==> src/hw/rtl/bpc_pkg.sv <==
// ----------------------------------------------------------------------------
// bpc_pkg
// Shared widths, register codes and stage records of the pressure
// compensation pipeline.
// ----------------------------------------------------------------------------
`default_nettype none

package bpc_pkg;

   localparam int RAW_W   = 24;
   localparam int COEF_W  = 16;
   localparam int OUT_W   = 32;
   localparam int CSR_IDX_W = 3;

   localparam logic [19:0] TEMP_REF    = 20'd2000;
   localparam logic [19:0] TEMP_VLOW_OFS = 20'd3500;

   typedef enum logic [CSR_IDX_W-1:0] {
      CSR_C1 = 3'd0,
      CSR_C2 = 3'd1,
      CSR_C3 = 3'd2,
      CSR_C4 = 3'd3,
      CSR_C5 = 3'd4,
      CSR_C6 = 3'd5
   } csr_index_type;

   typedef struct packed {
      logic [COEF_W-1:0] c1;
      logic [COEF_W-1:0] c2;
      logic [COEF_W-1:0] c3;
      logic [COEF_W-1:0] c4;
      logic [COEF_W-1:0] c5;
      logic [COEF_W-1:0] c6;
   } coef_type;

   // first-order terms
   typedef struct packed {
      logic [RAW_W-1:0] d1;
      logic [19:0]      temp1;
      logic [35:0]      off1;
      logic [34:0]      sens1;
      logic [17:0]      t2;
      logic [18:0]      lo;
      logic [19:0]      vl;
      logic             low;
      logic             vlow;
   } fo_type;

   // compensated terms
   typedef struct packed {
      logic [RAW_W-1:0] d1;
      logic [20:0]      temp;
      logic [39:0]      off;
      logic [39:0]      sens;
   } so_type;

endpackage

`default_nettype wire

==> src/hw/rtl/bpc_first_order.sv <==
// ----------------------------------------------------------------------------
// bpc_first_order
// Stages 1-3: temperature difference, coefficient products, first-order
// temperature, offset and sensitivity.
// ----------------------------------------------------------------------------
`default_nettype none

module bpc_first_order (
   input  wire logic                       clock,
   input  wire logic                       reset,
   input  wire logic                       en,
   input  wire logic                       in_valid,
   input  wire logic [bpc_pkg::RAW_W-1:0]  raw_pressure,
   input  wire logic [bpc_pkg::RAW_W-1:0]  raw_temperature,
   input  wire bpc_pkg::coef_type          coef,
   output logic                            out_valid,
   output bpc_pkg::fo_type                 out_data
);

   logic                       s1_v_ff;
   logic [bpc_pkg::RAW_W-1:0]  s1_d1_ff;
   logic signed [24:0]         s1_dt_ff, s1_dt_in;

   logic                       s2_v_ff;
   logic [bpc_pkg::RAW_W-1:0]  s2_d1_ff;
   logic signed [41:0]         s2_mt_ff, s2_mt_in;
   logic signed [41:0]         s2_mo_ff, s2_mo_in;
   logic signed [41:0]         s2_ms_ff, s2_ms_in;
   logic signed [49:0]         s2_mdd_ff, s2_mdd_in;

   logic                       s3_v_ff;
   bpc_pkg::fo_type            s3_ff, s3_in;

   logic signed [16:0]         c3_s, c4_s, c6_s;
   logic [18:0]                lo;

   assign s1_dt_in = $signed({1'b0, raw_temperature}) - $signed({1'b0, coef.c5, 8'd0});

   assign c3_s = $signed({1'b0, coef.c3});
   assign c4_s = $signed({1'b0, coef.c4});
   assign c6_s = $signed({1'b0, coef.c6});

   assign s2_mt_in  = s1_dt_ff * c6_s;
   assign s2_mo_in  = s1_dt_ff * c4_s;
   assign s2_ms_in  = s1_dt_ff * c3_s;
   assign s2_mdd_in = s1_dt_ff * s1_dt_ff;

   // floor shifts are plain slices of the signed products
   assign lo = s2_mt_ff[41:23];

   always_comb begin
      s3_in.d1    = s2_d1_ff;
      s3_in.lo    = lo;
      s3_in.temp1 = {lo[18], lo} + bpc_pkg::TEMP_REF;
      s3_in.vl    = {lo[18], lo} + bpc_pkg::TEMP_VLOW_OFS;
      s3_in.off1  = {4'd0, coef.c2, 16'd0} + {s2_mo_ff[41], s2_mo_ff[41:7]};
      s3_in.sens1 = {4'd0, coef.c1, 15'd0} + {s2_ms_ff[41], s2_ms_ff[41:8]};
      s3_in.t2    = s2_mdd_ff[48:31];
      s3_in.low   = lo[18];
      s3_in.vlow  = s3_in.vl[19];
   end

   always_ff @(posedge clock) begin
      if (reset) begin
         s1_v_ff <= 1'b0;
         s2_v_ff <= 1'b0;
         s3_v_ff <= 1'b0;
      end else if (en) begin
         s1_v_ff <= in_valid;
         s2_v_ff <= s1_v_ff;
         s3_v_ff <= s2_v_ff;
      end
   end

   always_ff @(posedge clock) begin
      if (en) begin
         s1_d1_ff  <= raw_pressure;
         s1_dt_ff  <= s1_dt_in;
         s2_d1_ff  <= s1_d1_ff;
         s2_mt_ff  <= s2_mt_in;
         s2_mo_ff  <= s2_mo_in;
         s2_ms_ff  <= s2_ms_in;
         s2_mdd_ff <= s2_mdd_in;
         s3_ff     <= s3_in;
      end
   end

   assign out_valid = s3_v_ff;
   assign out_data  = s3_ff;

endmodule

`default_nettype wire

==> config.mk <==
export PLATFORM = sky130hd
export DESIGN_NAME = bpc_first_order
export DESIGN_NICKNAME = d
export VERILOG_FILES = /design/src/hw/rtl/bpc_pkg.sv /design/src/hw/rtl/bpc_first_order.sv
export SDC_FILE = /design/constraint.sdc
export NUM_CORES = 2
export LEC_CHECK = 0
export BUFFER_PORTS_ARGS = -buffer_cell sky130_fd_sc_hd__buf_4
export CORE_ASPECT_RATIO = 1.1
export CORE_MARGIN = 2
export CORE_UTILIZATION = 50
export CTS_CLUSTER_DIAMETER = 60
export DETAILED_ROUTE_END_ITERATION = 8
export HOLD_SLACK_MARGIN = 0.05
export PLACE_DENSITY = 0.64
export SYNTH_ARGS = -nofsm -noshare
export SYNTH_HDL_FRONTEND = slang
export SYNTH_SLANG_ARGS = --single-unit
==> constraint.sdc <==
create_clock -name clock -period 10.4 [get_ports clock]
set_input_delay 1.04 -clock clock [delete_from_list [all_inputs] [get_ports clock]]
set_output_delay 1.04 -clock clock [all_outputs]
set_load 0.02 [all_outputs]
Word-level counts from Yosys, hierarchy flattened
Index checks and enable logic that the tools add are counted.
Word-level totals
  word-level logic and storage cells: 28
  output and inout port bits: 175
  input bits: 148
  register bits after elaboration: 425
Cells by class
  $mul: 4
  add/sub/neg operators: 5
Operators with widths (number)
  25-bit by 17-bit multiplier with 42-bit output: 3
  25-bit by 25-bit multiplier with 49-bit output: 1
  33-bit by 35-bit adder with 36-bit output: 1
  32-bit by 34-bit adder with 35-bit output: 1
  24-bit by 24-bit subtractor with 25-bit output: 1
  19-bit by 12-bit adder with 20-bit output (second input constant): 1
  19-bit by 13-bit adder with 20-bit output (second input constant): 1

Depth between registers and ports, before layout
  word-level depth: 1
  depth in mapped cells: 29
  depth with buffers taken out: 27

Least setup slack after synthesis
No wires, ideal clock.
  kind: flip-flop to flip-flop
  start point: register s1_dt_ff[3]
  end point: register s2_mdd_ff[48], data pin
  cell stages (with the launch flop): 30
  period minus slack after synthesis: 7.366 ns
  path buffers: 3
  required time: 10.140 ns
  slack: 3.034 ns
  setup time: 0.260 ns
  data arrival time: 7.106 ns
  cell sequence: edfxtp_1 > clkbuf_1 > clkbuf_1 > clkbuf_1 > nand2_1 > fa_1 > inv_1 > fa_1 > inv_1 > fa_1 > inv_1 > fa_1 > inv_1 > fa_1 > inv_1 > fa_1 > inv_1 > fa_1 > inv_1 > ha_1 > nand4_1 > nor4_1 > o2111ai_1 > a311oi_1 > a31oi_1 > o21ai_1 > o21ai_1 > a21oi_1 > a21oi_1 > xnor2_1
Between the ends
  cells in the longest elaborated chain, start to end: 1
Ends and longest elaborated chain
  from (decl): line bpc_first_order.sv:22  | logic signed [24:0] s1_dt_ff, s1_dt_in;
  from (signal assigned): line bpc_first_order.sv:78  | s1_dt_ff <= s1_dt_in;
  25-bit by 25-bit multiplier with 49-bit output: line bpc_first_order.sv:46  | assign s2_mdd_in = s1_dt_ff * s1_dt_ff;
  via s2_mdd_in[48]: line bpc_first_order.sv:29  | logic signed [49:0] s2_mdd_ff, s2_mdd_in;
  to (signal assigned): line bpc_first_order.sv:83  | s2_mdd_ff <= s2_mdd_in;
  to (decl): line bpc_first_order.sv:29
The timed path passes the listed nets, and every way through them passes these cells.
A chain may end at the register's enable or synchronous reset.

Worst setup path after layout
  start point: register s1_dt_ff[4]
  end point: register s2_mdd_ff[48], data pin
Same word-level chain as after synthesis.

==> out/qor.yml <==
routedWlPerCell_um: 17.9
timing.fmax_mhz: 113
min_path_type: "flip-flop to flip-flop"
io_buffer_count: 322
grt_setup_unrepaired: "false"
final_cell_mix: "inv_1 (2058), fa_1 (1768), nand2_1 (969), and2_1 (583), ha_1 (502)"
grt_pass1_vias: 55100
cts_resized: 0
rows: 148
synth-simple-area-share_pct: 12.0
reg2regPathDepth: 25
grt_pass1_wl_mm: 286
dieHeight_um: 408
totalWireLength_mm: 171
start_util_pct: 50.3
maxSlewViolCount: 0
clock_skew_ns: 0.0443
grt_remaining_overflow: 0
layout_commonest_cell: "inv_1"
cp-startpoint: "s1_dt_ff[4]"
synthesis.area_um2: 74200
ys_types: 67
finalSetupViolCount: 0
core-area_um2: 148000
synth-main-ff-cell: "edfxtp_1"
root_buffer: "clkbuf_16"
relSlewSlack_pct: 9.60
dieArea_um2: 151000
nets: 9975
fin_ws_ns: 1.57
cp.arrival_ns: 9.23
yosysTopAreaCell: "fa_1"
worstSetupPathType: "flip-flop to flip-flop"
syn_nets: 9858
grtUsageTotal_pct: 23.8
syn_area_per_cell_um2: 9.97
cts_buffers: 55
h-tree-depth: 2
r2r_slack_ns: 1.57
ys_ff_latch: 348
crit_required_ns: 10.80
synth_top_family_by_area: "adder cells"
endpoint: "s2_mdd_ff[48]"
syn_inst: 7440
nFillCells: 13100
synth_edf_count: 345
pin_count: 323
place_ws_ns: 1.70
maxCapViolCount: 0
hold_path.startpoint: "s2_ms_ff[10]"
synth-compound-area-share_pct: 3.34
ys_top_cells_by_area: "fa_1 (48%), edfxtp_1 (14%), inv_1 (10%)"
gp_congestion: 0.875
num_vias: 48700
layout-drive-gt1-share_pct: 6.45
worstSkewPairLatency_ns: 0.69
postCtsSetupBuffers: 0
fin_crit_sh_pct: 84.9
drtIter0Drc: 2664
slowest_delay_ns: 1.22
setup_tns_ns: 0
worstSetupEndpointType: "flip-flop"
r2r_end: "s2_mdd_ff[48]"
muxShareOfSynthArea_pct: 0.0540
antenna_found_initial: 3
synth_xor_area_share_pct: 2.28
grt_max_degree: 73
drc: 0
clock_path_buffers: 3
critPathLaunchType: "flip-flop"
holdBufCountCts: 0
r2r-start: "s1_dt_ff[4]"
drt.antenna.violating_nets: 0
yosys_warnings: 0
clkTransAtPathRegs_ns: 0.05
dp_hpwl_mm: 134
hold_viol: 0
crit_path_max_fanout: 25
layout.cells.non_filler: 9553
worstMarginPinSlew_ns: 1.36
synth_fa_ha_area_share_pct: 56.2
area_delta_synth_final_pct: 7.95
drtPass1Iterations: 6
dpl.cell_count: 9450
seq_area_frac_synth_pct: 14.0
cts_tree: "built"
status: "complete, no violations"
clock_sinks: 348
cp_slowest_cell: "edfxtp_1"
synth.top_cell.area_share_pct: 47.7
synthArstFlopShare_pct: 0
vias_per_cell: 5.10
cpMostUsedCell: "fa_1"
fin_crit_ns: 8.83
die_x_um: 371
[kinds of logic (layout without fill, tap and decap cells)]
logic type / count (synthesis) / count (layout)
AOI/OAI and AO/OA: 366 / 366
xor gates and xnor gates: 193 / 193
adders and majority gates: 2270 / 2270
buffers and inverters: 2383 / 2544
DFF: 348 / 348
muxes: 4 / 4
other: 0 / 2
and+or+nand+nor: 1876 / 1876
[final cells by class]
class                   instances  area (um^2)  share of cell area (%)
repair buffers                385         2960                    3.70
well taps                    1950         2440                    3.05
flip-flops and latches        348        10400                    13.0
diodes                          2         5.00                 0.00625
clock inverters                38          338                   0.422
clock buffers                  63         1410                    1.76
multi-input cells            4709        54800                    68.4
inverters                    2058         7720                    9.65
[sequential cells by signal (all words and copies together), names as in the netlist]
name       count
s1_d1_ff      24
s2_mo_ff      35
s2_d1_ff      24
s1_dt_ff      25
s1_v_ff        1
s2_mt_ff      19
s2_ms_ff      34
s2_mdd_ff     18
s2_v_ff        1
out_valid      1
out_data     166
[worst max-delay path: cells and delay by family, from the launching register on]
family / cells / cell delay (ns)
simple gates: 1 / 0.36
fa+ha+maj: 8 / 3.76
buf+inv: 6 / 0.93
flops: 1 / 1.22
xor+xnor: 1 / 0.08
compound gates: 9 / 2.19
[cells in the mapped netlist (3+ instances only)]
library cell     n
a21boi_0        15
dfxtp_1          3
o41ai_1          4
nand2_1        969
edfxtp_1       345
a2111o_1         3
a21o_1          58
nand3_1         24
o31a_1           3
mux2i_1          4
a211oi_1        15
xnor2_1        134
o31ai_1          6
fa_1          1768
buf_4            8
nand4_1         16
nand2b_1        22
and2_1         583
xor2_1          59
a311oi_1         6
a21oi_1         99
or3_1            6
clkbuf_1       314
inv_1         2058
and4_1           6
o211ai_1        15
nor3b_1          3
a31o_2           5
nand3b_1         3
and3_1          18
o2111ai_1        3
a41o_1           3
or2_2            4
ha_1           502
o21ai_1          7
nor3_1          39
a31oi_1          8
o21a_1          34
o21bai_1         8
nor2b_1         31
nor2_1         146
o21ai_0         51
[worst min-delay path by stage]
| stage | to | slack, ns | cells past startpoint |
|---|---|---|---|
| 2_1_floorplan | out_data[100] | 0.40 | 0 |
| 3_3_place_gp | out_data[171] | 0.40 | 0 |
| 3_5_place_dp | out_data[108] | 0.40 | 0 |
| 4_1_cts | out_data[67] | 0.42 | 0 |
| 5_1_grt | out_data[43] | 0.42 | 0 |
| 6_report | out_data[61] | 0.41 | 0 |
[stage by stage]
stage          hold WS, ns  utilization, %  instance area [um^2]
5_1_grt              0.423            54.3                 80100
3_5_place_dp         0.405            53.1                 78300
3_3_place_gp         0.401            53.1                 78300
2_1_floorplan        0.400               -                 74200
4_1_cts              0.417            54.3                 80100
6_report             0.413            54.3                 80100
[per-layer routing]
metal | vias to the layer above | GRT usage, % | wire (um)
li1 | 21800 | - | -
met1 | 25200 | 31.5 | 70000
met2 | 1362 | 41.3 | 86200
met3 | 289 | 3.26 | 10100
met4 | 2 | 6.14 | 4480
met5 | - | 0 | 13
Power is left out: the tool's default activity adds up to more than one toggle a clock period on the data nets, which glitch-free logic cannot reach.
