==> src/hw/rtl/bpc_pkg.sv <==
// ----------------------------------------------------------------------------
// bpc_pkg
// Shared widths, register codes and stage records of the pressure
// compensation pipeline.
// ----------------------------------------------------------------------------
`default_nettype none

package bpc_pkg;

   localparam int RAW_W   = 24;
   localparam int COEF_W  = 16;
   localparam int OUT_W   = 32;
   localparam int CSR_IDX_W = 3;

   localparam logic [19:0] TEMP_REF    = 20'd2000;
   localparam logic [19:0] TEMP_VLOW_OFS = 20'd3500;

   typedef enum logic [CSR_IDX_W-1:0] {
      CSR_C1 = 3'd0,
      CSR_C2 = 3'd1,
      CSR_C3 = 3'd2,
      CSR_C4 = 3'd3,
      CSR_C5 = 3'd4,
      CSR_C6 = 3'd5
   } csr_index_type;

   typedef struct packed {
      logic [COEF_W-1:0] c1;
      logic [COEF_W-1:0] c2;
      logic [COEF_W-1:0] c3;
      logic [COEF_W-1:0] c4;
      logic [COEF_W-1:0] c5;
      logic [COEF_W-1:0] c6;
   } coef_type;

   // first-order terms
   typedef struct packed {
      logic [RAW_W-1:0] d1;
      logic [19:0]      temp1;
      logic [35:0]      off1;
      logic [34:0]      sens1;
      logic [17:0]      t2;
      logic [18:0]      lo;
      logic [19:0]      vl;
      logic             low;
      logic             vlow;
   } fo_type;

   // compensated terms
   typedef struct packed {
      logic [RAW_W-1:0] d1;
      logic [20:0]      temp;
      logic [39:0]      off;
      logic [39:0]      sens;
   } so_type;

endpackage

`default_nettype wire

==> src/hw/rtl/bpc_second_order.sv <==
// ----------------------------------------------------------------------------
// bpc_second_order
// Stages 4-6: low-temperature correction terms and their subtraction.
// ----------------------------------------------------------------------------
`default_nettype none

module bpc_second_order (
   input  wire logic             clock,
   input  wire logic             reset,
   input  wire logic             en,
   input  wire logic             in_valid,
   input  wire bpc_pkg::fo_type  in_data,
   output logic                  out_valid,
   output bpc_pkg::so_type       out_data
);

   logic             s4_v_ff;
   bpc_pkg::fo_type  s4_fo_ff;
   logic [34:0]      s4_lo2_ff, s4_lo2_in;
   logic [34:0]      s4_vl2_ff, s4_vl2_in;

   logic             s5_v_ff;
   bpc_pkg::fo_type  s5_fo_ff;
   logic [37:0]      s5_off2_ff, s5_off2_in;
   logic [37:0]      s5_sens2_ff, s5_sens2_in;

   logic             s6_v_ff;
   bpc_pkg::so_type  s6_ff, s6_in;

   logic [34:0]      lo_x, vl_x;
   logic [37:0]      m5, m7, m11;

   assign lo_x = {{16{in_data.lo[18]}}, in_data.lo};
   assign vl_x = {{15{in_data.vl[19]}}, in_data.vl};

   // low bits of the squares; both fit in 35 bits when they are used
   assign s4_lo2_in = lo_x * lo_x;
   assign s4_vl2_in = vl_x * vl_x;

   assign m5  = {3'd0, s4_lo2_ff} + {1'b0, s4_lo2_ff, 2'd0};
   assign m7  = {s4_vl2_ff, 3'd0} - {3'd0, s4_vl2_ff};
   assign m11 = {s4_vl2_ff, 3'd0} + {2'd0, s4_vl2_ff, 1'b0} + {3'd0, s4_vl2_ff};

   assign s5_off2_in  = {1'b0, m5[37:1]} + (s4_fo_ff.vlow ? m7 : 38'd0);
   assign s5_sens2_in = {2'd0, m5[37:2]} + (s4_fo_ff.vlow ? {1'b0, m11[37:1]} : 38'd0);

   always_comb begin
      s6_in.d1   = s5_fo_ff.d1;
      s6_in.temp = {s5_fo_ff.temp1[19], s5_fo_ff.temp1};
      s6_in.off  = {{4{s5_fo_ff.off1[35]}}, s5_fo_ff.off1};
      s6_in.sens = {{5{s5_fo_ff.sens1[34]}}, s5_fo_ff.sens1};
      if (s5_fo_ff.low) begin
         s6_in.temp = s6_in.temp - {3'd0, s5_fo_ff.t2};
         s6_in.off  = s6_in.off - {2'd0, s5_off2_ff};
         s6_in.sens = s6_in.sens - {2'd0, s5_sens2_ff};
      end
   end

   always_ff @(posedge clock) begin
      if (reset) begin
         s4_v_ff <= 1'b0;
         s5_v_ff <= 1'b0;
         s6_v_ff <= 1'b0;
      end else if (en) begin
         s4_v_ff <= in_valid;
         s5_v_ff <= s4_v_ff;
         s6_v_ff <= s5_v_ff;
      end
   end

   always_ff @(posedge clock) begin
      if (en) begin
         s4_fo_ff    <= in_data;
         s4_lo2_ff   <= s4_lo2_in;
         s4_vl2_ff   <= s4_vl2_in;
         s5_fo_ff    <= s4_fo_ff;
         s5_off2_ff  <= s5_off2_in;
         s5_sens2_ff <= s5_sens2_in;
         s6_ff       <= s6_in;
      end
   end

   assign out_valid = s6_v_ff;
   assign out_data  = s6_ff;

endmodule

`default_nettype wire

==> config.mk <==
export PLATFORM = sky130hd
export DESIGN_NAME = bpc_second_order
export DESIGN_NICKNAME = d
export VERILOG_FILES = /design/src/hw/rtl/bpc_pkg.sv /design/src/hw/rtl/bpc_second_order.sv
export SDC_FILE = /design/constraint.sdc
export NUM_CORES = 2
export LEC_CHECK = 0
export ABC_AREA = 1
export ABC_CLOCK_PERIOD_IN_PS = 7500
export BUFFER_PORTS_ARGS = -buffer_cell sky130_fd_sc_hd__buf_2
export CORE_AREA = 2 2 354 356
export DETAILED_ROUTE_END_ITERATION = 8
export DIE_AREA = 0 0 356 358
export GPL_ROUTABILITY_DRIVEN = 0
export PLACE_DENSITY = 0.78
export SLEW_MARGIN = 20
export SYNTH_ARGS = -nofsm -noshare
export SYNTH_HDL_FRONTEND = slang
export SYNTH_SLANG_ARGS = --single-unit
export TNS_END_PERCENT = 50
==> constraint.sdc <==
create_clock -name clock -period 7.5 [get_ports clock]
set_input_delay 1.875 -clock clock [delete_from_list [all_inputs] [get_ports clock]]
set_output_delay 1.875 -clock clock [all_outputs]
set_load 0.03 [all_outputs]
* Yosys cells after proc, flatten, opt, wreduce, memory -nomap -nowiden *
Index checks and enable logic that the tools add are counted.

word-level totals
  output and inout port bits = 126
  word-level logic and storage cells = 38
  input bits = 178
  register bits = 543

operators by class
  mux-type cells = 3
  add/sub/neg operators = 9
  multiply operators = 2

operator list
  operator        count
  $mux 101        1
  $sub 35x39->40  1
  $sub 36x39->40  1
  $add 35x37->38  1
  $add 36x37->38  1
  $add 37x38->38  1
  $add 38x35->38  1
  $add 38x36->38  1
  $mux 38         1
  $sub 38x35->38  1
  $mux 37         1
  $mul 19x19->35  1
  $mul 20x20->35  1
  $sub 20x19->21  1

* Logic depth before layout (Yosys ltp) *
  word-level depth = 4
  mapped depth = 29
  gate-level depth less buffers = 28

* Worst setup path after synthesis *
No wires, ideal clock.

  kind = input -> register
  start = input in_data[21] (netlist name)
  end = register s4_vl2_ff[34] (data pin)
  setup time = 253 ps
  buffers on the path = 2
  required time = 7247 ps
  data arrival time = 7677 ps
  stages = 23
  setup slack = -430 ps
  cell sequence = buf_4 -> clkbuf_1 -> nand2_1 -> fa_1 -> inv_1 -> fa_1 -> fa_1 -> inv_1 -> fa_1 -> inv_1 -> fa_1 -> inv_1 -> fa_1 -> fa_1 -> inv_1 -> ha_1 -> nand2_1 -> nor3_1 -> nand2_1 -> nor4_1 -> a21oi_1 -> nand3_1 -> nand2_1

on the way
  longest elaborated chain between the ends = 1

ends and longest elaborated chain
  item                  RTL line                text
  from (decl)           bpc_second_order.sv:12  input wire bpc_pkg::fo_type in_data,
  $mul 20x20->35        bpc_second_order.sv:38  assign s4_vl2_in = vl_x * vl_x;
  via s4_vl2_in[34]     bpc_second_order.sv:20  logic [34:0] s4_vl2_ff, s4_vl2_in;
  to (signal assigned)  bpc_second_order.sv:75  s4_vl2_ff <= s4_vl2_in;
  to (decl)             bpc_second_order.sv:20

The timed path passes the listed nets, and every way through them passes these cells.
A chain may end at the register's enable or synchronous reset.

* Worst setup path in the final report *
Same ends and word-level chain as after synthesis.

==> run_results.csv <==
group,metric,value,unit
status,status,"finished, final reports clean",
die,pin_count,304,
routing,avgViaCountPerCell,5.33,
setup_path,startpoint,"in_data[21]",
setup_path,cp.arrival,7.54,ns
global_routing,grt_pass1_wl,267,mm
placement,hpwl,137,mm
setup_path,required,7.85,ns
cells_and_area,area_delta_synth_final,12.5,%
sta,max_slew.worst_pin.slew,1.04,ns
cells_and_area,drive_above_1_share,10.6,%
sta,setup_slack,0.310,ns
sta,finalCritPeriodShare,95.9,%
setup_path,path_buf_inv,6,
cells_and_area,final_cells,9717,
synth,synthFlopType,"edfxtp_1",
sta,rsz0062_at_grt,"no",
global_routing,grtUsageTotal,25.9,%
die,floorplan.core_area,123000,sq um
setup_path,crit_path_end_kind,"flop",
routing,drt_wl_total,164,mm
sta,hold_viol_final,0,
sta,min_period,7.19,ns
worst_hold_path,hold_class,"flop to flop",
cells_and_area,layout.nets,9376,
setup_path,critPathSlowestCell,"fa_2",
global_routing,grt_max_degree,192,
global_routing,overflow,0,
clock_network,clk_latency,0.63,ns
synth,synthCells,7457,
synth,syn-cell-area,61400,sq um
global_routing,antenna_found_initial,4,
cells_and_area,fin_util,56.0,%
clock_network,post_cts_buffers,0,
placement,io_buffers,303,
setup_path,r2r_end,"s5_sens2_ff[36]$_DFFE_PP_",
synth,ys_ff_latch,540,
setup_path,slowest_delay,0.71,ns
setup_path,crit_end,"s4_vl2_ff[34]$_DFFE_PP_",
job,drv_cap,0,
setup_path,crit_cells,22,
clock_network,htree_levels,2,
synth,synth_fp_nets,8805,
synth,yosys_warnings,0,
sta,setup_viol,0,
clock_network,clk_path_buf_depth,3,
sta,finClkSkew,0.0282,ns
die,placementRows,129,
die,die_h,358,microns
setup_path,crit_chain,"buf_2 > nand2_1 > fa_2 > inv_1 > fa_1 > inv_1 > fa_1 > inv_1 > fa_1 > inv_1 > fa_1 > fa_1 > fa_1 > inv_1 > ha_1 > nand2_1 > nor3_2 > nand2_1 > nor4_2 > a21oi_1 > nand3_1 > nand2_1",
routing,drt-initial-drc-count,5162,
cells_and_area,fillers,10700,
synth,ys_types,58,
setup_path,r2r_slack,2.79,ns
synth,synth.top_cell.area_share,26.3,%
clock_network,clockRootBuffer,"clkbuf_16",
setup_path,path_max_fanout,5,
routing,drc_errors,0,
global_routing,grt_pass1_vias,52500,
cells_and_area,multiInputGateArea,38600,sq um
synth,synth_edf_count,537,
setup_path,reg2reg_depth,18,
setup_path,crit_type,"input pin to flop",
synth,yosys.area.top_type,"edfxtp_1",
routing,ant_nets,0,
routing,wl_per_cell,16.9,microns
synth,syn_avg_cell_area,8.23,sq um
routing,via_count,51800,
synth,synthArstFlopShare,0,%
synth,ys_seq_area_share,26.4,%
die,fp.dieW,356,microns
clock_network,cts_made_buffers,54,
setup_path,crit_top_cell,"fa_1",
synth,synth_commonest_cells,"1774 x nand2_1, 1637 x inv_1, 692 x fa_1",
worst_hold_path,hold_path_depth,0,
setup_path,cp_top_family,"adder cells",
synth,yosys-top-cells-area,"edfxtp_1 26%, fa_1 23%, nand2_1 11%",
die,dieArea,127000,sq um
synth,post-synth-top-count-cell,"nand2_1",
clock_network,cts_tree,"yes",
placement,dp_worst_setup_slack,-0.356,ns
clock_network,clk_pin_slew,0.07,ns
sta,max_freq,139,MHz
die,start_util,49.8,%
sta,slew_violations,0,
setup_path,crit-reg2reg-launch,"s4_vl2_ff[10]$_DFFE_PP_",
placement,place_inst,9609,
cells_and_area,regArea,16200,sq um
setup_path,start_kind,"input pin",
clock_network,clock_sinks,540,
routing,dr.pass1.iters,8,
sta,max_slew_margin,30.5,%
## logic make-up (layout without fill, tap and decap cells)
| kind of cell | after synthesis | count (layout) | synth area share, % |
|---|---|---|---|
| other | 1 | 8 | 0.00611 |
| buffers and inverters | 1755 | 2371 | 10.8 |
| AOI/OAI and AO/OA | 866 | 866 | 7.99 |
| adders and majority gates | 1170 | 1170 | 32.3 |
| xor gates and xnor gates | 206 | 206 | 2.94 |
| and+or+nand+nor | 2919 | 2919 | 19.6 |
| DFF | 540 | 540 | 26.4 |
## how the worst min path moves through the flow
| stage | startpoint | endpoint |
|---|---|---|
| after floorplan | s5_fo_ff[150]$_DFFE_PP_ | out_data[101]$_DFFE_PP_ |
| after global placement | s5_fo_ff[172]$_DFFE_PP_ | out_data[123]$_DFFE_PP_ |
| after detailed placement | s5_fo_ff[158]$_DFFE_PP_ | out_data[109]$_DFFE_PP_ |
| after CTS | s4_fo_ff[122]$_DFFE_PP_ | s5_fo_ff[122]$_DFFE_PP_ |
| after global routing | s5_fo_ff[163]$_DFFE_PP_ | out_data[114]$_DFFE_PP_ |
| final | s4_fo_ff[123]$_DFFE_PP_ | s5_fo_ff[123]$_DFFE_PP_ |
## flip-flops by register name, indices dropped and copies added (netlist names)
name         count
s5_off2_ff      38
s4_v_ff          1
out_data       125
s5_sens2_ff     37
s4_lo2_ff       34
s5_fo_ff       134
out_valid        1
s4_fo_ff       135
s4_vl2_ff       34
s5_v_ff          1
## placed cells by master (no fill, tap or decap), drive strengths merged, types with 43 or more instances in the layout
master  Yosys  final
ha        478    478
o21bai     58     58
fa        692    692
edfxtp    537    537
nand2    1805   1805
a21oi     412    412
clkbuf     85     60
xnor2      66     66
a21o       43     43
inv      1641   1647
o21ai     280    280
nor3       54     54
nor2      612    612
nand3     289    289
buf        28    625
nand4      68     68
xor2      140    140
## timing repair
| item | CTS | global route |
|---|---|---|
| hold buffers | 0 | 0 |
| endpoints found under the setup margin | 0 | 5 |
| resized for setup | 0 | 5 |
## stage by stage
stage	area (sq um)	hold WS [ns]	setup TNS (ns)
global placement	67100	0.401	-2.40
CTS	69000	0.399	0
floorplan	61400	0.400	-0.0158
detailed placement	67100	0.405	-6.03
global route	69000	0.423	0
finish	69100	0.405	0
## layer usage
| metal | part of all wire, % | track usage [%] | up-vias |
|---|---|---|---|
| li1 | - | - | 24500 |
| met1 | 40 | 33.2 | 24400 |
| met2 | 47 | 43.8 | 2424 |
| met3 | 8.3 | 3.69 | 504 |
| met4 | 4.8 | 11.0 | 8 |
| met5 | 0.030 | 0 | - |
## layout make-up
cell class,count,share of cell area [%]
Antenna cell,7,0.0254
Multi-Input combinational cell,5162,55.9
Inverter,1642,8.93
Clock inverter,44,0.777
Timing Repair Buffer,628,5.97
Sequential cell,540,23.4
Clock buffer,57,2.00
Tap cell,1637,2.97
Power is left out: the tool's default activity adds up to more than one toggle a clock period on the data nets, which glitch-free logic cannot reach.
