===== src/hw/rtl/bpc_pkg.sv =====
// ----------------------------------------------------------------------------
// bpc_pkg
// Shared widths, register codes and stage records of the pressure
// compensation pipeline.
// ----------------------------------------------------------------------------
`default_nettype none

package bpc_pkg;

   localparam int RAW_W   = 24;
   localparam int COEF_W  = 16;
   localparam int OUT_W   = 32;
   localparam int CSR_IDX_W = 3;

   localparam logic [19:0] TEMP_REF    = 20'd2000;
   localparam logic [19:0] TEMP_VLOW_OFS = 20'd3500;

   typedef enum logic [CSR_IDX_W-1:0] {
      CSR_C1 = 3'd0,
      CSR_C2 = 3'd1,
      CSR_C3 = 3'd2,
      CSR_C4 = 3'd3,
      CSR_C5 = 3'd4,
      CSR_C6 = 3'd5
   } csr_index_type;

   typedef struct packed {
      logic [COEF_W-1:0] c1;
      logic [COEF_W-1:0] c2;
      logic [COEF_W-1:0] c3;
      logic [COEF_W-1:0] c4;
      logic [COEF_W-1:0] c5;
      logic [COEF_W-1:0] c6;
   } coef_type;

   // first-order terms
   typedef struct packed {
      logic [RAW_W-1:0] d1;
      logic [19:0]      temp1;
      logic [35:0]      off1;
      logic [34:0]      sens1;
      logic [17:0]      t2;
      logic [18:0]      lo;
      logic [19:0]      vl;
      logic             low;
      logic             vlow;
   } fo_type;

   // compensated terms
   typedef struct packed {
      logic [RAW_W-1:0] d1;
      logic [20:0]      temp;
      logic [39:0]      off;
      logic [39:0]      sens;
   } so_type;

endpackage

`default_nettype wire


===== src/hw/rtl/bpc_if.sv =====
// ----------------------------------------------------------------------------
// bpc_if
// Valid/ready channels of the pressure compensation block.
// ----------------------------------------------------------------------------
`default_nettype none


interface bpc_rsp_if;
   logic                             valid;
   logic                             ready;
   logic signed [bpc_pkg::OUT_W-1:0] temperature_centi;
   logic signed [bpc_pkg::OUT_W-1:0] pressure_centi;
   modport source (output valid, temperature_centi, pressure_centi, input ready);
   modport sink   (input valid, temperature_centi, pressure_centi, output ready);
endinterface


`default_nettype wire


===== src/hw/rtl/bpc_pressure.sv =====
// ----------------------------------------------------------------------------
// bpc_pressure
// Stages 7-8: split sensitivity product and its recombination; result
// register with a skid entry that holds the pipeline while full.
// ----------------------------------------------------------------------------
`default_nettype none

module bpc_pressure (
   input  wire logic             clock,
   input  wire logic             reset,
   input  wire logic             in_valid,
   input  wire bpc_pkg::so_type  in_data,
   output logic                  en,
   bpc_rsp_if.source             rsp_bus
);

   logic                 s7_v_ff;
   logic [43:0]          s7_pp_lo_ff, s7_pp_lo_in;
   logic signed [44:0]   s7_pp_hi_ff, s7_pp_hi_in;
   logic [39:0]          s7_off_ff;
   logic [20:0]          s7_temp_ff;

   logic                 s8_v_ff;
   logic [43:0]          s8_q_ff;
   logic [39:0]          s8_off_ff;
   logic [20:0]          s8_temp_ff;

   logic                 rsp_v_ff, rsp_v_in;
   logic                 skid_v_ff, skid_v_in;
   logic [31:0]          rsp_temp_ff, rsp_pres_ff;
   logic [31:0]          skid_temp_ff, skid_pres_ff;
   logic                 load_rsp_new, load_rsp_skid, load_skid;

   logic [64:0]          prod;
   logic [44:0]          diff;
   logic [31:0]          new_temp, new_pres;
   logic                 arrive, take;

   assign en = !skid_v_ff;

   assign s7_pp_lo_in = in_data.d1 * in_data.sens[19:0];
   assign s7_pp_hi_in = $signed({1'b0, in_data.d1}) * $signed(in_data.sens[39:20]);

   assign prod = {s7_pp_hi_ff, 20'd0} + {21'd0, s7_pp_lo_ff};

   assign diff     = {s8_q_ff[43], s8_q_ff} - {{5{s8_off_ff[39]}}, s8_off_ff};
   assign new_pres = {{2{diff[44]}}, diff[44:15]};
   assign new_temp = {{11{s8_temp_ff[20]}}, s8_temp_ff};

   assign arrive = s8_v_ff && en;
   assign take   = rsp_v_ff && rsp_bus.ready;

   always_comb begin
      rsp_v_in      = rsp_v_ff;
      skid_v_in     = skid_v_ff;
      load_rsp_new  = 1'b0;
      load_rsp_skid = 1'b0;
      load_skid     = 1'b0;
      priority if (skid_v_ff) begin
         if (take) begin
            load_rsp_skid = 1'b1;
            skid_v_in     = 1'b0;
         end
      end else if (arrive) begin
         if (!rsp_v_ff || take) begin
            load_rsp_new = 1'b1;
            rsp_v_in     = 1'b1;
         end else begin
            load_skid = 1'b1;
            skid_v_in = 1'b1;
         end
      end else if (take) begin
         rsp_v_in = 1'b0;
      end
   end

   always_ff @(posedge clock) begin
      if (reset) begin
         s7_v_ff   <= 1'b0;
         s8_v_ff   <= 1'b0;
         rsp_v_ff  <= 1'b0;
         skid_v_ff <= 1'b0;
      end else begin
         if (en) begin
            s7_v_ff <= in_valid;
            s8_v_ff <= s7_v_ff;
         end
         rsp_v_ff  <= rsp_v_in;
         skid_v_ff <= skid_v_in;
      end
   end

   always_ff @(posedge clock) begin
      if (en) begin
         s7_pp_lo_ff <= s7_pp_lo_in;
         s7_pp_hi_ff <= s7_pp_hi_in;
         s7_off_ff   <= in_data.off;
         s7_temp_ff  <= in_data.temp;
         s8_q_ff     <= prod[64:21];
         s8_off_ff   <= s7_off_ff;
         s8_temp_ff  <= s7_temp_ff;
      end
      if (load_rsp_new) begin
         rsp_temp_ff <= new_temp;
         rsp_pres_ff <= new_pres;
      end else if (load_rsp_skid) begin
         rsp_temp_ff <= skid_temp_ff;
         rsp_pres_ff <= skid_pres_ff;
      end
      if (load_skid) begin
         skid_temp_ff <= new_temp;
         skid_pres_ff <= new_pres;
      end
   end

   assign rsp_bus.valid             = rsp_v_ff;
   assign rsp_bus.temperature_centi = $signed(rsp_temp_ff);
   assign rsp_bus.pressure_centi    = $signed(rsp_pres_ff);

endmodule

`default_nettype wire

===== src/flat_wrapper.sv =====
// flat-port wrapper written by rule: the top's interface ports become plain ports
module bpc_pressure_flat 
  (clock, reset, in_valid, in_data, en, rsp_bus_valid, rsp_bus_temperature_centi, rsp_bus_pressure_centi, rsp_bus_ready);
  bpc_rsp_if rsp_bus_i ();
  input  wire logic clock;
  input  wire logic reset;
  input  wire logic in_valid;
  input  wire bpc_pkg::so_type in_data;
  output logic en;
  output wire logic [$bits(rsp_bus_i.valid)-1:0] rsp_bus_valid;
  output wire logic [$bits(rsp_bus_i.temperature_centi)-1:0] rsp_bus_temperature_centi;
  output wire logic [$bits(rsp_bus_i.pressure_centi)-1:0] rsp_bus_pressure_centi;
  input wire logic [$bits(rsp_bus_i.ready)-1:0] rsp_bus_ready;
  assign rsp_bus_valid = rsp_bus_i.valid;
  assign rsp_bus_temperature_centi = rsp_bus_i.temperature_centi;
  assign rsp_bus_pressure_centi = rsp_bus_i.pressure_centi;
  assign rsp_bus_i.ready = rsp_bus_ready;
  bpc_pressure u_core (.clock(clock), .reset(reset), .in_valid(in_valid), .in_data(in_data), .en(en), .rsp_bus(rsp_bus_i));
endmodule

===== config.mk =====
export PLATFORM = sky130hd
export DESIGN_NAME = bpc_pressure_flat
export DESIGN_NICKNAME = d
export VERILOG_FILES = /design/src/hw/rtl/bpc_pkg.sv /design/src/hw/rtl/bpc_if.sv /design/src/hw/rtl/bpc_pressure.sv /design/src/flat_wrapper.sv
export SDC_FILE = /design/constraint.sdc
export NUM_CORES = 2
export LEC_CHECK = 0
export BUFFER_PORTS_ARGS = -buffer_cell sky130_fd_sc_hd__buf_2
export CORE_MARGIN = 5
export CORE_UTILIZATION = 55
export CTS_BUF_LIST = sky130_fd_sc_hd__clkbuf_16
export DETAILED_ROUTE_END_ITERATION = 10
export HOLD_SLACK_MARGIN = 0.12
export PLACE_DENSITY = 0.75
export SLEW_MARGIN = 30
export SYNTH_ARGS = -nofsm -noshare
export SYNTH_HDL_FRONTEND = slang
export SYNTH_SLANG_ARGS = --single-unit

===== constraint.sdc =====
create_clock -name clock -period 9.49 [get_ports clock]
set_clock_uncertainty 0.1 [all_clocks]
set_input_delay 0.4745 -clock clock [delete_from_list [all_inputs] [get_ports clock]]
set_output_delay 0.4745 -clock clock [all_outputs]
set_load 0.05 [all_outputs]

======== Word-level counts from Yosys, hierarchy flattened ========
Cells that the tools add are included.
cells by class
  add/sub/neg operators ................... 2
  multiply operators ...................... 2
  eq/ne operators ......................... 1
  muxes and demuxes ....................... 17
  bitwise gates (word level) .............. 1
  reductions and logical operators ........ 8
operators by type and width
  cell                                            count
  32-bit 2-to-1 mux                               4
  65-bit by 44-bit adder with 65-bit output       1
  25-bit by 20-bit multiplier with 45-bit output  1
  44-bit by 40-bit subtractor with 45-bit output  1
  24-bit by 20-bit multiplier with 44-bit output  1
  1-bit 2-to-1 mux                                13
  2-bit nonzero test                              2
  3-bit AND reduction                             1
  1-bit logical AND                               2
  1-bit logical NOT                               2
  2-bit inequality test (second input constant)   1
  1-bit logical OR                                1
  1-bit NOT                                       1
storage, ports and cells
  flip-flop bits (word level) ............. 374
  bits of input ports ..................... 129
  output and inout port bits .............. 66

======== Depth between registers and ports, before layout ========
  word-level depth ........................ 6
  gate-level depth with buffers ........... 26

======== Worst setup path after synthesis ========
No wires, ideal clock.
  kind .................................... register to register
  start ................................... register u_core.skid_v_ff
  end ..................................... register u_core.rsp_pres_ff[0] (netlist: u_core.rsp_bus.pressure_centi[0]), enable pin
  library setup time ...................... 477 ps
  arrival ................................. 8682 ps
  required time ........................... 8913 ps
  slack ................................... 232 ps
  cell stages (with the launch flop) ...... 5
  path buffers ............................ 1
  cell sequence ........................... dfxtp_1 > clkbuf_1 > inv_1 > nand2_1 > a21oi_1
between the ends
  word-level cells in the longest chain between the ends .. 5
ends and longest elaborated chain
  element                       line                 source
  start, declared               bpc_pressure.sv:29   logic skid_v_ff, skid_v_in;
  start signal, assigned        bpc_pressure.sv:89   skid_v_ff <= skid_v_in;
  1-bit logical NOT             bpc_pressure.sv:39   assign en = !skid_v_ff;
  named net en                  flat_wrapper.sv:9    output logic en;
  1-bit logical AND             bpc_pressure.sv:50   assign arrive = s8_v_ff && en;
  1-bit 2-to-1 mux              bpc_pressure.sv:64   end else if (arrive) begin
  1-bit 2-to-1 mux              bpc_pressure.sv:59   priority if (skid_v_ff) begin
  2-bit nonzero test (no line)  -
  end signal, assigned          bpc_pressure.sv:105  rsp_pres_ff <= new_pres;
  end signal, assigned          bpc_pressure.sv:108  rsp_pres_ff <= skid_pres_ff;
  end, declared                 bpc_pressure.sv:30   logic [31:0] rsp_temp_ff, rsp_pres_ff;
The timed path passes the listed nets, and every way through them passes these cells.
A chain may end at the register's enable or synchronous reset.

======== Final worst setup path ========
  start ................................... input port in_data[120] (netlist bit)
  end ..................................... register u_core.s7_pp_hi_ff[43], data pin
between the ends
  word-level cells in the longest chain between the ends .. 1
ends and longest elaborated chain
  element                                         line                source
  start, declared                                 flat_wrapper.sv:8   input wire bpc_pkg::so_type in_data;
  25-bit by 20-bit multiplier with 45-bit output  bpc_pressure.sv:42  assign s7_pp_hi_in = $signed({1'b0, in_data.d1}) * $signed(in_data.sens[39:20]);
  named net u_core.s7_pp_hi_in[43]                bpc_pressure.sv:19  logic signed [44:0] s7_pp_hi_ff, s7_pp_hi_in;
  end signal, assigned                            bpc_pressure.sv:96  s7_pp_hi_ff <= s7_pp_hi_in;
  end, declared                                   bpc_pressure.sv:19
The timed path passes the listed nets, and every way through them passes these cells.

==> impl_metrics.ini <==
[setup_path]
timing.rr.start = u_core.s7_pp_lo_ff[21]
worst_setup_path_end_kind = register
reg2reg_setup_slack_ns = 5.91
cp_common_cell = fa_1
crit_chain = buf_2 > buf_4 > and2_1 > fa_1 > fa_1 > inv_1 > fa_1 > inv_1 > fa_1 > fa_1 > fa_1 > inv_1 > fa_1 > inv_1 > ha_1 > nand2_1 > o21ai_0 > a41oi_1 > a311oi_1 > nor3_1 > a21oi_1 > nand3_1 > a211oi_1 > xor2_1
critPathArrivalTime_ns = 7.67
rr_endpoint = u_core.s8_q_ff[40]
max_stage_delay_ns = 0.70
critPathTopFamily = adder cells
crit_path_max_fanout = 30
critPathRequiredTime_ns = 9.67
slowest_stage = buf_2
r2r_cells = 10
cp.depth = 24
start_kind = input pin
crit_type = input pin to register
crit_buf_inv = 6

[timing]
setup_tns_ns = 0
hold_violations = 0
rsz0062_at_grt = false
fin_crit_sh_pct = 78.9
slew_headroom_pct = 31.5
setup_viol = 0
hold_slack_ns = 0.316
setup_slack_ns = 2.01
worstMarginPinSlew_ns = 1.03
post-route-min-period_ns = 7.48
slew_viol_final = 0
fmax_mhz = 134

[clocking]
cts-root-to-sink-buffers = 3
cts_buffers = 35
cts.sinks = 341
clock_latency_ns = 0.57
htree_levels = 2
cts_root_buffer = clkbuf_16
clk_pin_slew_ns = 0.06
cts_tree = yes

[global_routing]
grt_pass1_vias = 34263
grt_max_degree = 101
grt-ovfl-total = 0
grt_pass1_wl_um = 180000
grt_usage_pct = 25.0
antenna_found_initial = 8

[logic_synthesis]
postSynthCellCount = 4605
synth_edf_count = 337
ys_seq_area_share_pct = 22.2
synth_area_sq_um = 46000
synth_async_sr_flop_share_pct = 0
synthFlopType = edfxtp_1
synth_commonest_cells = inv_1, fa_1, nand2_1
synth.most_common_cell = inv_1
synth_fp_nets = 5918
avgSynthCellArea_sq_um = 9.99
yosysWarnings = 0
synthTopCellsByArea = fa_1, edfxtp_1, ha_1
yosysTopAreaCell = fa_1
synth_cell_types = 73
synth_seq_cells = 341
synth_top_area_share_pct = 34.2

[detailed_routing]
antenna_left = 0
vias_per_cell = 5.53
wl_um = 111000
drc = 0
drt_first_pass_iters = 6
dr_total_vias = 32180
drt_first_iter_violations = 2251
wire_per_inst_um = 19.0

[hold_path]
hold_class = register to register
hold_depth = 0
whs_endpoint = u_core.s8_temp_ff[14]
hold_start = u_core.s7_temp_ff[14]

[final_layout]
fillerInstances = 6918
fin_nets = 6026
syn2layout_area_growth_pct = 7.59
stdcell_count = 5824
regArea_sq_um = 10200
drive_gt1_share_pct = 6.46
multi_input_area_sq_um = 31500

[die]
rows = 106
die_h_um = 299
boundaryPins = 195
floorplan.initialDensity_pct = 55.2
dieArea_sq_um = 89500
core_sq_um = 83300
die_x_um = 299

[placed_design]
gp_congestion = 0.913
dp_cells = 5689
dpl_worst_slack_ns = 1.49
dp_hpwl_um = 83700
io_buffers = 194

[flow_run]
drv_cap = 0

[outcome]
status = finished clean
[per-layer routing]
layer	vias up	track usage [%]	wire length (um)
met5	-	0	12
met4	2	8.10	3950
li1	14460	-	-
met2	1334	40.7	52100
met1	16121	33.7	44900
met3	263	5.61	9810
[repair_timing]
| action | in CTS | in global routing |
|---|---|---|
| endpoints found under the hold margin | 65 | 0 |
| buffers inserted | 0 | 0 |
| hold buffers | 65 | 0 |
| resized for setup | 0 | 0 |
[worst reg2reg max path: stages, from the launching register on]
cell,delay (ns)
edfxtp_1,0.42
ha_1,0.31
a31o_2,0.14
a21oi_1,0.11
o21ai_0,0.49
nand4_1,0.23
a21oi_1,0.31
o31ai_1,0.17
o21bai_1,0.66
nand4_1,0.21
xnor2_1,0.18
[registers in the layout, indices dropped and copies added (netlist names)]
signal and cells:
u_core.s8_q_ff 44, u_core.skid_v_ff 1, u_core.rsp_bus.valid 1, u_core.skid_temp_ff 21
u_core.s7_pp_hi_ff 45, u_core.s8_temp_ff 21, u_core.s7_temp_ff 21, u_core.s7_pp_lo_ff 24
u_core.s8_v_ff 1, u_core.rsp_bus.temperature_centi 21, u_core.s7_off_ff 40, u_core.s8_off_ff 40
u_core.rsp_bus.pressure_centi 30, u_core.s7_v_ff 1, u_core.skid_pres_ff 30
[worst max-delay path by stage]
| stage | start | endpoint | slack, ns |
|---|---|---|---|
| 2_1_floorplan | u_core.skid_v_ff | u_core.rsp_bus.pressure_centi[0] | 0.23 |
| 3_3_place_gp | in_data[107] | u_core.s7_pp_lo_ff[39] | 1.52 |
| 3_5_place_dp | in_data[109] | u_core.s7_pp_hi_ff[43] | 1.49 |
| 4_1_cts | in_data[109] | u_core.s7_pp_hi_ff[43] | 2.08 |
| 5_1_grt | in_data[120] | u_core.s7_pp_hi_ff[43] | 1.57 |
| 6_report | in_data[120] | u_core.s7_pp_hi_ff[43] | 2.01 |
[cell type report]
class                           instances  area share [%]
Clock inverter                         27           0.445
Clock buffer                           35            1.77
Sequential cell                       341            20.6
Timing Repair Buffer                  287            3.74
Multi-Input combinational cell       3128            63.7
Tap cell                             1080            2.73
Inverter                              920            6.99
Antenna cell                            6          0.0303
[metrics by stage]
step,utilization [%],instance area [sq um]
2_1_floorplan,-,46000
3_3_place_gp,57.3,47700
3_5_place_dp,57.3,47700
4_1_cts,59.4,49400
5_1_grt,59.4,49500
6_report,59.4,49500
[cell families (layout without fill, tap and decap cells)]
| logic type | after synthesis | count (layout) | share of synthesized area (%) |
|---|---|---|---|
| and+or+nand+nor | 1368 | 1368 | 14.5 |
| adders and majority gates | 1184 | 1184 | 45.0 |
| buffers and inverters | 1136 | 1269 | 9.38 |
| AOI/OAI and AO/OA | 418 | 418 | 5.87 |
| DFF | 341 | 341 | 22.2 |
| xor gates and xnor gates | 138 | 138 | 2.63 |
| muxes | 20 | 20 | 0.479 |
| other | 0 | 6 | 0 |
[cell usage in the layout (no fill, tap or decap), types with 9 or more instances in the layout]
master           n
a211oi_1        14
a21o_1          71
a21oi_1        146
a31oi_1         14
and2_1         460
and3_1          27
buf_2          193
buf_4           26
clkbuf_16       35
clkinv_1         9
dlygate4sd3_1   65
edfxtp_1       337
fa_1           785
ha_1           399
inv_1          921
mux2_2          15
nand2_1        674
nand2b_1        28
nand3_1         25
nand4_1         21
nor2_1          72
nor2b_1         19
nor3_1          16
o211ai_1        17
o21a_1          12
o21ai_0         54
o21bai_1        20
xnor2_1         93
xor2_1          45
Power is not shown: default switching activity piles up to over one toggle a cycle in this logic, so the estimate is an artifact.
